--- src/hw/rtl/mcsr_pkg.sv ---
// Shared types and constants for the modifier combo stick resolver.
// Used by mcsr_ctrl, mcsr_dp and the top level; no dependencies.
package mcsr_pkg;

  localparam int ComboSlots = 16;
  localparam int TableSlots = 8;
  localparam int MaskBits   = 8;
  localparam int CoordBits  = 16;
  localparam int DirCount   = 9;

  localparam int ComboIdxW  = $clog2(ComboSlots);
  localparam int TabIdxW    = $clog2(TableSlots);
  localparam int StickDepth = TableSlots * DirCount;
  localparam int StickAw    = $clog2(StickDepth);

  // configuration port
  localparam int CfgIdxW  = 1;
  localparam int CfgDataW = 8;
  localparam logic [CfgIdxW-1:0] CfgProfileValid = 1'd0;
  localparam logic [CfgIdxW-1:0] CfgIssueCount   = 1'd1;

  typedef enum logic [1:0] {
    CmdResolve  = 2'd0,
    CmdWrCombo  = 2'd1,
    CmdWrStick  = 2'd2,
    CmdSetTable = 2'd3
  } cmd_e;

  typedef enum logic [2:0] {
    StResolved   = 3'd0,
    StProfileBad = 3'd1,
    StBadDir     = 3'd2,
    StAmbiguous  = 3'd3,
    StNoMatch    = 3'd4,
    StIndexRange = 3'd5,
    StTableOff   = 3'd6,
    StMissing    = 3'd7
  } status_e;

  typedef enum logic [3:0] {
    DgNone       = 4'd0,
    DgValidation = 4'd1,
    DgDirection  = 4'd2,
    DgExactTie   = 4'd3,
    DgExactReq   = 4'd4,
    DgSubsetNone = 4'd5,
    DgSubsetTie  = 4'd6,
    DgComboIdx   = 4'd7,
    DgTableIdx   = 4'd8,
    DgDisabled   = 4'd9,
    DgMissing    = 4'd10
  } diag_e;

  // outcome chosen by the controller, turned into fields by the datapath
  typedef enum logic [3:0] {
    ResOk,
    ResProfile,
    ResDir,
    ResExactTie,
    ResExactReq,
    ResSubNone,
    ResSubTie,
    ResTabIdx,
    ResTabOff,
    ResMissing
  } res_kind_e;

  typedef struct packed {
    cmd_e        command;
    logic [3:0]  slot;
    logic [3:0]  target_table;
    logic        enable_bit;
    logic [7:0]  modifier_mask;
    logic [7:0]  priority_value;
    logic [7:0]  direction;
    logic        present_bit;
    logic [15:0] coordinate_in;
    logic        exact_only;
  } item_t;

  typedef struct packed {
    status_e     status;
    diag_e       diagnostic;
    logic [7:0]  detail;
    logic [3:0]  chosen_combo;
    logic [3:0]  chosen_table;
    logic [15:0] coordinate_out;
  } res_t;

  typedef struct packed {
    logic                on;
    logic [MaskBits-1:0] mods;
    logic [7:0]          prio;
    logic [3:0]          tab;
  } combo_t;

  typedef struct packed {
    logic      wr_item;     // apply a write command from the input item
    logic      capture;     // latch a resolve item
    logic      start_scan;  // clear tracker, rewind scan index
    logic      scan_step;   // test one combo slot
    logic      subset;      // subset match instead of exact
    logic      mem_rd;      // read stick entry of the chosen table
    logic      load_res;    // load output register
    res_kind_e kind;
  } ctrl_cmd_t;

  typedef struct packed {
    logic prof_ok;
    logic dir_ok;
    logic exact;
    logic scan_last;
    logic found;
    logic tie;
    logic tab_oob;
    logic tab_off;
    logic present;
    logic out_free;
  } dp_stat_t;

endpackage

--- src/hw/rtl/mcsr_ctrl.sv ---
// Sequencer for the resolver: accepts items, runs the combo scans and the
// table checks, picks the outcome. Depends on mcsr_pkg.
module mcsr_ctrl import mcsr_pkg::*; (
  input  logic       clk_i,
  input  logic       rst_ni,
  input  logic       s_tvalid_i,
  input  cmd_e       item_cmd_i,
  input  dp_stat_t   stat_i,
  output logic       s_tready_o,
  output ctrl_cmd_t  cmd_o
);

  typedef enum logic [2:0] {
    SIdle,
    SCheck,
    SScan,
    SDecide,
    STabCheck,
    SMemWait,
    SEmit
  } state_e;

  state_e    state_q, state_d;
  logic      subset_q, subset_d;
  res_kind_e kind_q, kind_d;
  logic      accept;

  assign s_tready_o = (state_q == SIdle);
  assign accept     = s_tvalid_i && s_tready_o;

  always_comb begin
    state_d  = state_q;
    subset_d = subset_q;
    kind_d   = kind_q;
    cmd_o    = '0;
    cmd_o.subset = subset_q;
    cmd_o.kind   = kind_q;

    case (state_q)
      SIdle: begin
        if (accept) begin
          if (item_cmd_i == CmdResolve) begin
            cmd_o.capture = 1'b1;
            state_d = SCheck;
          end else begin
            cmd_o.wr_item = 1'b1;
          end
        end
      end
      SCheck: begin
        if (!stat_i.prof_ok) begin
          kind_d  = ResProfile;
          state_d = SEmit;
        end else if (!stat_i.dir_ok) begin
          kind_d  = ResDir;
          state_d = SEmit;
        end else begin
          cmd_o.start_scan = 1'b1;
          subset_d = 1'b0;
          state_d  = SScan;
        end
      end
      SScan: begin
        cmd_o.scan_step = 1'b1;
        if (stat_i.scan_last) begin
          state_d = SDecide;
        end
      end
      SDecide: begin
        if (stat_i.found && stat_i.tie) begin
          kind_d  = subset_q ? ResSubTie : ResExactTie;
          state_d = SEmit;
        end else if (!stat_i.found) begin
          if (subset_q) begin
            kind_d  = ResSubNone;
            state_d = SEmit;
          end else if (stat_i.exact) begin
            kind_d  = ResExactReq;
            state_d = SEmit;
          end else begin
            cmd_o.start_scan = 1'b1;
            subset_d = 1'b1;
            state_d  = SScan;
          end
        end else begin
          state_d = STabCheck;
        end
      end
      STabCheck: begin
        if (stat_i.tab_oob) begin
          kind_d  = ResTabIdx;
          state_d = SEmit;
        end else if (stat_i.tab_off) begin
          kind_d  = ResTabOff;
          state_d = SEmit;
        end else begin
          cmd_o.mem_rd = 1'b1;
          state_d = SMemWait;
        end
      end
      SMemWait: begin
        kind_d  = stat_i.present ? ResOk : ResMissing;
        state_d = SEmit;
      end
      SEmit: begin
        if (stat_i.out_free) begin
          cmd_o.load_res = 1'b1;
          state_d = SIdle;
        end
      end
      default: begin
        state_d = SIdle;
      end
    endcase
  end

  always_ff @(posedge clk_i or negedge rst_ni) begin
    if (!rst_ni) begin
      state_q  <= SIdle;
      subset_q <= 1'b0;
      kind_q   <= ResOk;
    end else begin
      state_q  <= state_d;
      subset_q <= subset_d;
      kind_q   <= kind_d;
    end
  end

endmodule

--- src/hw/rtl/mcsr_dp.sv ---
// Datapath of the resolver: combo store, table enables, stick entry memory,
// scan tracker, config registers and output register. Depends on mcsr_pkg.
module mcsr_dp import mcsr_pkg::*; (
  input  logic                clk_i,
  input  logic                rst_ni,
  input  item_t               item_i,
  input  ctrl_cmd_t           cmd_i,
  input  logic                cfg_we_i,
  input  logic [CfgIdxW-1:0]  cfg_idx_i,
  input  logic [CfgDataW-1:0] cfg_wdata_i,
  input  logic                m_tready_i,
  output dp_stat_t            stat_o,
  output logic                m_tvalid_o,
  output res_t                res_o
);

  // configuration
  logic       prof_valid_q;
  logic [7:0] issue_cnt_q;

  // stores
  combo_t                combo_q [ComboSlots];
  logic [TableSlots-1:0] tab_en_q;
  logic [StickDepth-1:0] stick_vld_q;
  logic [CoordBits:0]    stick_mem [StickDepth];  // {present, coord}

  // resolve item
  logic [MaskBits-1:0] act_q;
  logic [7:0]          dir_q;
  logic                exact_q;

  // scan tracker
  logic [ComboIdxW-1:0] scan_idx_q;
  logic                 found_q, tie_q;
  logic [7:0]           best_prio_q;
  logic [ComboIdxW-1:0] best_idx_q;
  logic [3:0]           best_tab_q;

  logic [CoordBits:0] rd_word_q;
  logic               rd_vld_q;

  logic out_valid_q;
  res_t out_q, res_d;

  logic               combo_we, stick_we, tab_we;
  logic [StickAw-1:0] stick_waddr, stick_raddr;
  combo_t             scan_entry;
  logic               match, hit_new, hit_tie;

  // write decode; out-of-range slots are dropped
  assign combo_we = cmd_i.wr_item && (item_i.command == CmdWrCombo)
                    && (32'(item_i.slot) < ComboSlots);
  assign stick_we = cmd_i.wr_item && (item_i.command == CmdWrStick)
                    && (32'(item_i.slot) < TableSlots)
                    && (32'(item_i.direction) < DirCount);
  assign tab_we   = cmd_i.wr_item && (item_i.command == CmdSetTable)
                    && (32'(item_i.slot) < TableSlots);

  assign stick_waddr = StickAw'(32'(item_i.slot) * DirCount + 32'(item_i.direction));
  // key 1..9 maps to entry 0..8
  assign stick_raddr = StickAw'(32'(best_tab_q) * DirCount + 32'(dir_q) - 32'd1);

  assign scan_entry = combo_q[scan_idx_q];
  assign match   = scan_entry.on &&
                   (cmd_i.subset ? ((scan_entry.mods & act_q) == scan_entry.mods)
                                 : (scan_entry.mods == act_q));
  assign hit_new = match && (!found_q || (scan_entry.prio > best_prio_q));
  assign hit_tie = match && found_q && (scan_entry.prio == best_prio_q);

  always_ff @(posedge clk_i or negedge rst_ni) begin
    if (!rst_ni) begin
      prof_valid_q <= 1'b0;
      issue_cnt_q  <= '0;
      for (int i = 0; i < ComboSlots; i++) begin
        combo_q[i] <= '0;
      end
      tab_en_q    <= '0;
      stick_vld_q <= '0;
      scan_idx_q  <= '0;
      found_q     <= 1'b0;
      tie_q       <= 1'b0;
      out_valid_q <= 1'b0;
    end else begin
      if (cfg_we_i) begin
        case (cfg_idx_i)
          CfgProfileValid: prof_valid_q <= cfg_wdata_i[0];
          CfgIssueCount:   issue_cnt_q  <= cfg_wdata_i[7:0];
          default: ;
        endcase
      end
      if (combo_we) begin
        combo_q[item_i.slot[ComboIdxW-1:0]] <= '{
          on:   item_i.enable_bit,
          mods: item_i.modifier_mask[MaskBits-1:0],
          prio: item_i.priority_value,
          tab:  item_i.target_table
        };
      end
      if (tab_we) begin
        tab_en_q[item_i.slot[TabIdxW-1:0]] <= item_i.enable_bit;
      end
      if (stick_we) begin
        stick_vld_q[stick_waddr] <= 1'b1;
      end
      if (cmd_i.start_scan) begin
        scan_idx_q <= '0;
        found_q    <= 1'b0;
        tie_q      <= 1'b0;
      end else if (cmd_i.scan_step) begin
        scan_idx_q <= scan_idx_q + ComboIdxW'(1);
        if (hit_new) begin
          found_q <= 1'b1;
          tie_q   <= 1'b0;
        end else if (hit_tie) begin
          tie_q <= 1'b1;
        end
      end
      if (cmd_i.load_res) begin
        out_valid_q <= 1'b1;
      end else if (m_tready_i) begin
        out_valid_q <= 1'b0;
      end
    end
  end

  always_ff @(posedge clk_i) begin
    if (stick_we) begin
      stick_mem[stick_waddr] <= {item_i.present_bit, item_i.coordinate_in[CoordBits-1:0]};
    end
    if (cmd_i.mem_rd) begin
      rd_word_q <= stick_mem[stick_raddr];
      rd_vld_q  <= stick_vld_q[stick_raddr];
    end
    if (cmd_i.capture) begin
      act_q   <= item_i.modifier_mask[MaskBits-1:0];
      dir_q   <= item_i.direction;
      exact_q <= item_i.exact_only;
    end
    if (cmd_i.scan_step && hit_new) begin
      best_prio_q <= scan_entry.prio;
      best_idx_q  <= scan_idx_q;
      best_tab_q  <= scan_entry.tab;
    end
    if (cmd_i.load_res) begin
      out_q <= res_d;
    end
  end

  // result fields for the outcome the controller picked
  always_comb begin
    res_d = '{status: StResolved, diagnostic: DgNone, default: '0};
    case (cmd_i.kind)
      ResProfile: begin
        res_d.status     = StProfileBad;
        res_d.diagnostic = DgValidation;
        res_d.detail     = issue_cnt_q;
      end
      ResDir: begin
        res_d.status     = StBadDir;
        res_d.diagnostic = DgDirection;
        res_d.detail     = dir_q;
      end
      ResExactTie: begin
        res_d.status     = StAmbiguous;
        res_d.diagnostic = DgExactTie;
        res_d.detail     = 8'(act_q);
      end
      ResSubTie: begin
        res_d.status     = StAmbiguous;
        res_d.diagnostic = DgSubsetTie;
        res_d.detail     = 8'(act_q);
      end
      ResExactReq: begin
        res_d.status     = StNoMatch;
        res_d.diagnostic = DgExactReq;
        res_d.detail     = 8'(act_q);
      end
      ResSubNone: begin
        res_d.status     = StNoMatch;
        res_d.diagnostic = DgSubsetNone;
        res_d.detail     = 8'(act_q);
      end
      ResTabIdx: begin
        res_d.status       = StIndexRange;
        res_d.diagnostic   = DgTableIdx;
        res_d.detail       = 8'(best_tab_q);
        res_d.chosen_combo = 4'(best_idx_q);
        res_d.chosen_table = best_tab_q;
      end
      ResTabOff: begin
        res_d.status       = StTableOff;
        res_d.diagnostic   = DgDisabled;
        res_d.detail       = 8'(best_tab_q);
        res_d.chosen_combo = 4'(best_idx_q);
        res_d.chosen_table = best_tab_q;
      end
      ResMissing: begin
        res_d.status       = StMissing;
        res_d.diagnostic   = DgMissing;
        res_d.detail       = dir_q;
        res_d.chosen_combo = 4'(best_idx_q);
        res_d.chosen_table = best_tab_q;
      end
      ResOk: begin
        res_d.chosen_combo   = 4'(best_idx_q);
        res_d.chosen_table   = best_tab_q;
        res_d.coordinate_out = 16'(rd_word_q[CoordBits-1:0]);
      end
      default: ;
    endcase
  end

  assign stat_o.prof_ok   = prof_valid_q;
  assign stat_o.dir_ok    = (dir_q != 8'd0) && (32'(dir_q) <= DirCount);
  assign stat_o.exact     = exact_q;
  assign stat_o.scan_last = (scan_idx_q == ComboIdxW'(ComboSlots - 1));
  assign stat_o.found     = found_q;
  assign stat_o.tie       = tie_q;
  assign stat_o.tab_oob   = (32'(best_tab_q) >= TableSlots);
  assign stat_o.tab_off   = !tab_en_q[best_tab_q[TabIdxW-1:0]];
  assign stat_o.present   = rd_vld_q && rd_word_q[CoordBits];
  assign stat_o.out_free  = !out_valid_q || m_tready_i;

  assign m_tvalid_o = out_valid_q;
  assign res_o      = out_q;

endmodule

--- src/hw/rtl/modifier_combo_stick_resolver.sv ---
// Top level of the modifier combo stick resolver: stream ports, field
// packing, controller and datapath. Depends on mcsr_pkg, mcsr_ctrl, mcsr_dp.
//
// Holds 16 combo entries (enable, modifier mask, priority, stick table
// index) and 8 stick tables of nine entries each. Input transactions either
// load those stores (tuser command 1 combo entry, 2 stick entry, 3 table
// enable, no output) or resolve a direction key against the active
// modifier mask (command 0, one output transaction). A resolve first
// scans all combo slots for an exact mask match at the highest priority;
// if none and exact_only is clear, it scans again for a subset match. A tie
// at the best priority reports ambiguous. The chosen table is then checked
// for range and enable and its entry read from the stick memory.
// Profile-invalid and bad-direction results are emitted without any combo
// scan. Each scan reads one combo slot per cycle, so the scan length sets
// the rate. The input is not ready while a resolve is in flight; a finished
// result sits in the output register and the next item is taken while it
// waits. Stick entries live in a 72-entry memory with a valid flop per
// entry, cleared at reset, so no clearing pass is needed.
// Configuration (profile_valid at index 0, validation_issue_count at index 1)
// is written through cfg_we_i and may only change while the block is idle.
module modifier_combo_stick_resolver import mcsr_pkg::*; (
  input  logic                clk_i,
  input  logic                rst_ni,
  // tdata, low bit up: slot[3:0], target_table[7:4], enable_bit[8],
  // modifier_mask[16:9], priority_value[24:17], direction[32:25],
  // present_bit[33], coordinate_in[49:34], exact_only[50], zero pad
  input  logic [55:0]         s_axis_tdata_i,
  // tuser: command[1:0]
  input  logic [1:0]          s_axis_tuser_i,
  input  logic                s_axis_tvalid_i,
  output logic                s_axis_tready_o,
  // tdata, low bit up: status[2:0], diagnostic[6:3], detail[14:7],
  // chosen_combo[18:15], chosen_table[22:19], coordinate_out[38:23], zero pad
  output logic [39:0]         m_axis_tdata_o,
  output logic                m_axis_tvalid_o,
  input  logic                m_axis_tready_i,
  input  logic                cfg_we_i,
  input  logic [CfgIdxW-1:0]  cfg_idx_i,
  input  logic [CfgDataW-1:0] cfg_wdata_i
);

  item_t     item;
  ctrl_cmd_t cmd;
  dp_stat_t  stat;
  res_t      res;

  // unpack the input transaction
  assign item.command        = cmd_e'(s_axis_tuser_i);
  assign item.slot           = s_axis_tdata_i[3:0];
  assign item.target_table   = s_axis_tdata_i[7:4];
  assign item.enable_bit     = s_axis_tdata_i[8];
  assign item.modifier_mask  = s_axis_tdata_i[16:9];
  assign item.priority_value = s_axis_tdata_i[24:17];
  assign item.direction      = s_axis_tdata_i[32:25];
  assign item.present_bit    = s_axis_tdata_i[33];
  assign item.coordinate_in  = s_axis_tdata_i[49:34];
  assign item.exact_only     = s_axis_tdata_i[50];

  mcsr_ctrl u_ctrl (
    .clk_i      (clk_i),
    .rst_ni     (rst_ni),
    .s_tvalid_i (s_axis_tvalid_i),
    .item_cmd_i (item.command),
    .stat_i     (stat),
    .s_tready_o (s_axis_tready_o),
    .cmd_o      (cmd)
  );

  mcsr_dp u_dp (
    .clk_i       (clk_i),
    .rst_ni      (rst_ni),
    .item_i      (item),
    .cmd_i       (cmd),
    .cfg_we_i    (cfg_we_i),
    .cfg_idx_i   (cfg_idx_i),
    .cfg_wdata_i (cfg_wdata_i),
    .m_tready_i  (m_axis_tready_i),
    .stat_o      (stat),
    .m_tvalid_o  (m_axis_tvalid_o),
    .res_o       (res)
  );

  // pack the output transaction
  assign m_axis_tdata_o = {1'b0, res.coordinate_out, res.chosen_table, res.chosen_combo,
                           res.detail, res.diagnostic, res.status};

endmodule
--- config.mk ---
export PLATFORM = sky130hd
export DESIGN_NAME = modifier_combo_stick_resolver
export DESIGN_NICKNAME = d
export VERILOG_FILES = /design/src/hw/rtl/mcsr_pkg.sv /design/src/hw/rtl/mcsr_ctrl.sv /design/src/hw/rtl/mcsr_dp.sv /design/src/hw/rtl/modifier_combo_stick_resolver.sv
export SDC_FILE = /design/constraint.sdc
export NUM_CORES = 2
export LEC_CHECK = 0
export ABC_AREA = 1
export BUFFER_PORTS_ARGS = -buffer_cell sky130_fd_sc_hd__buf_4
export CAP_MARGIN = 15
export CORE_AREA = 2 2 515 568
export CTS_CLUSTER_DIAMETER = 80
export CTS_CLUSTER_SIZE = 12
export DETAILED_ROUTE_END_ITERATION = 6
export DIE_AREA = 0 0 517 570
export HOLD_SLACK_MARGIN = 0.15
export PLACE_DENSITY = 0.49
export SYNTH_ARGS = -nofsm -noshare
export SYNTH_HDL_FRONTEND = slang
export SYNTH_SLANG_ARGS = --single-unit
export TNS_END_PERCENT = 30
--- constraint.sdc ---
create_clock -name clk_i -period 3.97 [get_ports clk_i]
set_clock_uncertainty 0.15 [all_clocks]
set_input_delay 0.794 -clock clk_i [delete_from_list [all_inputs] [get_ports clk_i]]
set_output_delay 0.794 -clock clk_i [all_outputs]
set_load 0.02 [all_outputs]
==> summary.txt <==
Place
  – Routability cong.: between 0.8 and 0.9
  – DPL Wire Length: around 130 mm
  – Number of I/O port buffers: about 110

Finish
  – Area grow syn2layout: 18.5%
  – Final core area utilization: 0.296
  – Layout cells sized above 1: 0.116
  – Nets: approximately 6600
  – Register area: between 50000 and 60000 µm²
  – Filler Cells Inserted: approximately 29000
  – Multi-input logic area: roughly 19000 µm²

Setup path
  – Worst EP arrival: 4400 ps
  – Critical Path End Type: register
  – Max FO, Critical Path: 27
  – Crit path kind: reg2reg
  – CP Launch Type: register
  – WP data required: roughly 4400 ps

Die
  – Total Die Area: around 290000 µm²
  – Die H: roughly 570 µm
  – Core footprint: roughly 290000 µm²
  – Initial Utilization: 0.250
  – Die W: approximately 520 µm
  – Io pins: about 110
  – Num rows: slightly above 200

Logic synthesis
  – Syn Std Cell Area: 72000 µm²
  – Syn_area_per_cell: between 10 and 15 µm²
  – Seq/Total Area, Yosys: 0.701
  – Post-synthesis compound-gate area fraction: 0.140
  – Syn. warnings: 0
  – Async S/R FF share, synth: 0.251
  – Post-synthesis xor/xnor area fraction: 0.00146
  – Post-synthesis mux area share: 0.00165
  – Main combinational cell family by area after synthesis: compound AO/OA/AOI/OAI gates
  – Post-synth EDFFs: 1314
  – Simple-gate share of the synthesized area: 0.110
  – Synthesized net count: 6369
  – Register bit count reported by yosys: between 1500 and 2000
  – Cells after synthesis: roughly 6300
  – Area share of fa/ha/maj cells after synthesis: 0.00789
  – Synth Flop Type: edfxtp_1
  – Distinct cells, synth: 47

Pwr
  – Sequential power share: 0.419
  – Sw Ratio: 0.340
  – Logic gate share of total power: 0.285
  – Total Power: between 0.05 and 0.06 W
  – Pleak: 30.3 nW
  – VDD IR max: about 480 µV
  – Power Density: roughly 590 nW/µm²
  – Clock network power share: 0.296
  – Sw power: between 0.015 and 0.02 W
  – Pint: 0.0330 W

CTS
  – H-Tree Depth: 4
  – Worst-path clk slew: 60 ps
  – Clk Tree Root Cell: clkbuf_16
  – CTS tree: built
  – CTS Buf Count: around 170
  – Clk sinks: between 1500 and 2000
  – Longest Clk Path Bufs: 3
  – Clock latency at the later pin of the worst-skew pair: roughly 840 ps

STA
  – Max Slew Vio Count: 0
  – Fin crit period: about 4000 ps
  – Worst hold slack: about 230 ps
  – Final setup vio count: 0
  – RSZ-0062 raised after global routing: true
  – Slew @ Worst Pin: between 1000 and 1500 ps
  – Final hold violation count: 0
  – Tcrit/Tclk final: 0.999
  – F_max: 252 MHz
  – Fin Setup TNS: 0 ps
  – Max_slew headroom: 0.264

Drt
  – Via count: roughly 50000
  – Antenna viol nets, final: 0
  – DR WL/cell: 21.8 µm
  – Detailed router's first-iteration violation count: about 5700
  – Drc violations: 0
  – Via-to-Cell Ratio: between 4 and 5
  – DRT Wirelength: 227 mm
  – 1st-pass router iterations: 5

Global route
  – First-pass GRT wire length: 329 mm
  – Largest net degree at the start of global routing: between 150 and 200
  – Initial antenna violation count: 18
  – Gr usage total: 0.150
  – GRT Residual Overflow: 0
  – Via count of the first global-routing pass: approximately 47000

Min path
  – Min-delay worst type: in2reg

Status
  – Status: completed

Job
  – Max Cap Viol: 0
[synth_stat cells, types with 31 or more instances]
cell | instances | area, µm²
a21oi_1 | 105 | 526
buf_2 | 132 | 661
clkbuf_1 | 282 | 1060
dfrtp_1 | 440 | 11000
edfxtp_1 | 1314 | 39500
ha_1 | 31 | 388
inv_1 | 230 | 863
nand2_1 | 745 | 2800
nand3_1 | 239 | 1200
nor2_1 | 945 | 3550
o211ai_1 | 98 | 736
o21ai_0 | 1180 | 5910
o21bai_1 | 34 | 255
o221ai_1 | 177 | 1550
o22ai_1 | 132 | 826
[through the flow]
step / setup slack (ps) / std cells / instance area (µm²)
2_1_floorplan: -135 / 6257 / 72100
3_3_place_gp: -130 / 10100 / 79900
3_5_place_dp: -149 / 10100 / 79900
4_1_cts: -29.0 / 10400 / 85000
5_1_grt: -91.5 / 10400 / 85400
6_report: 5.58 / 10400 / 85400
[cell usage in the layout (no fill, tap or decap), drive strengths merged, types with 2 or more instances in the layout]
cell,count
edfxtp,1314
o21ai,1197
nor2,952
nand2,746
buf,446
dfrtp,440
inv,242
nand3,240
clkbuf,218
o221ai,177
o22ai,132
a21oi,105
o211ai,98
o21bai,34
ha,31
dlygate4sd3,29
nor3,17
a31oi,15
nand4,15
or2,10
clkinv,10
fa,9
xor2,8
mux2,7
a32o,5
diode,4
xnor2,4
mux2i,4
o21a,2
o31ai,2
nor4,2
[state kept, by name, indices dropped and copies added, names as in the netlist, 4 cells and up]
register / flops
u_dp.combo_q: 336
u_dp.best_idx_q: 4
u_ctrl.kind_q: 4
u_dp.rd_word_q: 17
u_dp.issue_cnt_q: 8
u_dp.tab_en_q: 8
u_dp.best_prio_q: 8
u_dp.res_o: 39
u_dp.stick_mem: 1224
u_dp.best_tab_q: 4
u_dp.stick_vld_q: 72
u_dp.act_q: 8
u_dp.dir_q: 8
u_dp.scan_idx_q: 4
[worst paths after layout]
check / cells after the start / slack (ps) / to / start
min in group asynchronous: 2 / 400 / u_dp.combo_q[198] / rst_ni
worst max-delay path: 15 / 6 / u_dp.rd_word_q[1] / u_dp.best_tab_q[0]
worst min register to register: 2 / 310 / u_dp.stick_vld_q[1] / u_dp.stick_vld_q[1]
max in group asynchronous: 3 / 2190 / u_dp.combo_q[309] / rst_ni
worst min-delay path: 4 / 230 / u_ctrl.state_q[2] / m_axis_tready_i
worst max register to register: 15 / 6 / u_dp.rd_word_q[1] / u_dp.best_tab_q[0]
[timing repair]
| item | 4_1_cts | 5_1_grt |
|---|---|---|
| endpoints found under the hold margin | 117 | 0 |
| pin swaps | 0 | 15 |
| gates cloned | 0 | 3 |
| hold buffers | 29 | 0 |
| setup buffers | 2 | 9 |
| endpoints found under the setup margin | 5 | 29 |
| resized for setup | 3 | 50 |
[power by group through the flow]
stage / sequential [W] / clock [W] / combinational (W)
2_1_floorplan: 0.0214 / 0 / 0.00706
3_3_place_gp: 0.0213 / 0 / 0.0137
3_5_place_dp: 0.0213 / 0 / 0.0138
4_1_cts: 0.0210 / 0.0152 / 0.0139
5_1_grt: 0.0210 / 0.0159 / 0.0154
6_report: 0.0210 / 0.0148 / 0.0143
[critical path, stage by stage, from the launching register on]
cell and delay [ps]:
edfxtp_1 410, buf_4 200, ha_4 300, inv_8 40
fa_4 840, buf_12 170, inv_12 110, buf_16 200
o21ai_0 100, o22ai_2 120, o211ai_1 310, nand2_1 120
nand2_2 130, nand4_1 200, o211ai_1 200, nand2_1 70
[cell type report]
cell class / instances / area share
antenna: 4 / 0.000117
timing repair buffer: 478 / 0.0619
inverter: 237 / 0.0108
multi-input combinational: 3819 / 0.223
sequential: 1754 / 0.591
tap: 3866 / 0.0567
clock buffer: 215 / 0.0524
clock inverter: 16 / 0.00344
[logic make-up (layout without fill, tap and decap cells)]
group	Yosys count	count (layout)
simple gates	1984	1984
compound gates	1771	1771
flops	1754	1754
buf+inv	684	946
fa+ha+maj	40	40
xor+xnor	12	12
mux	11	11
other cells	1	5
[routing by layer]
layer | part of all wire | track usage
met3 | 0.065 | 0.0217
met5 | 0.000053 | 0
met4 | 0.022 | 0.0376
met2 | 0.45 | 0.233
met1 | 0.46 | 0.217
Note: power is estimated with default switching activity, not from simulation.
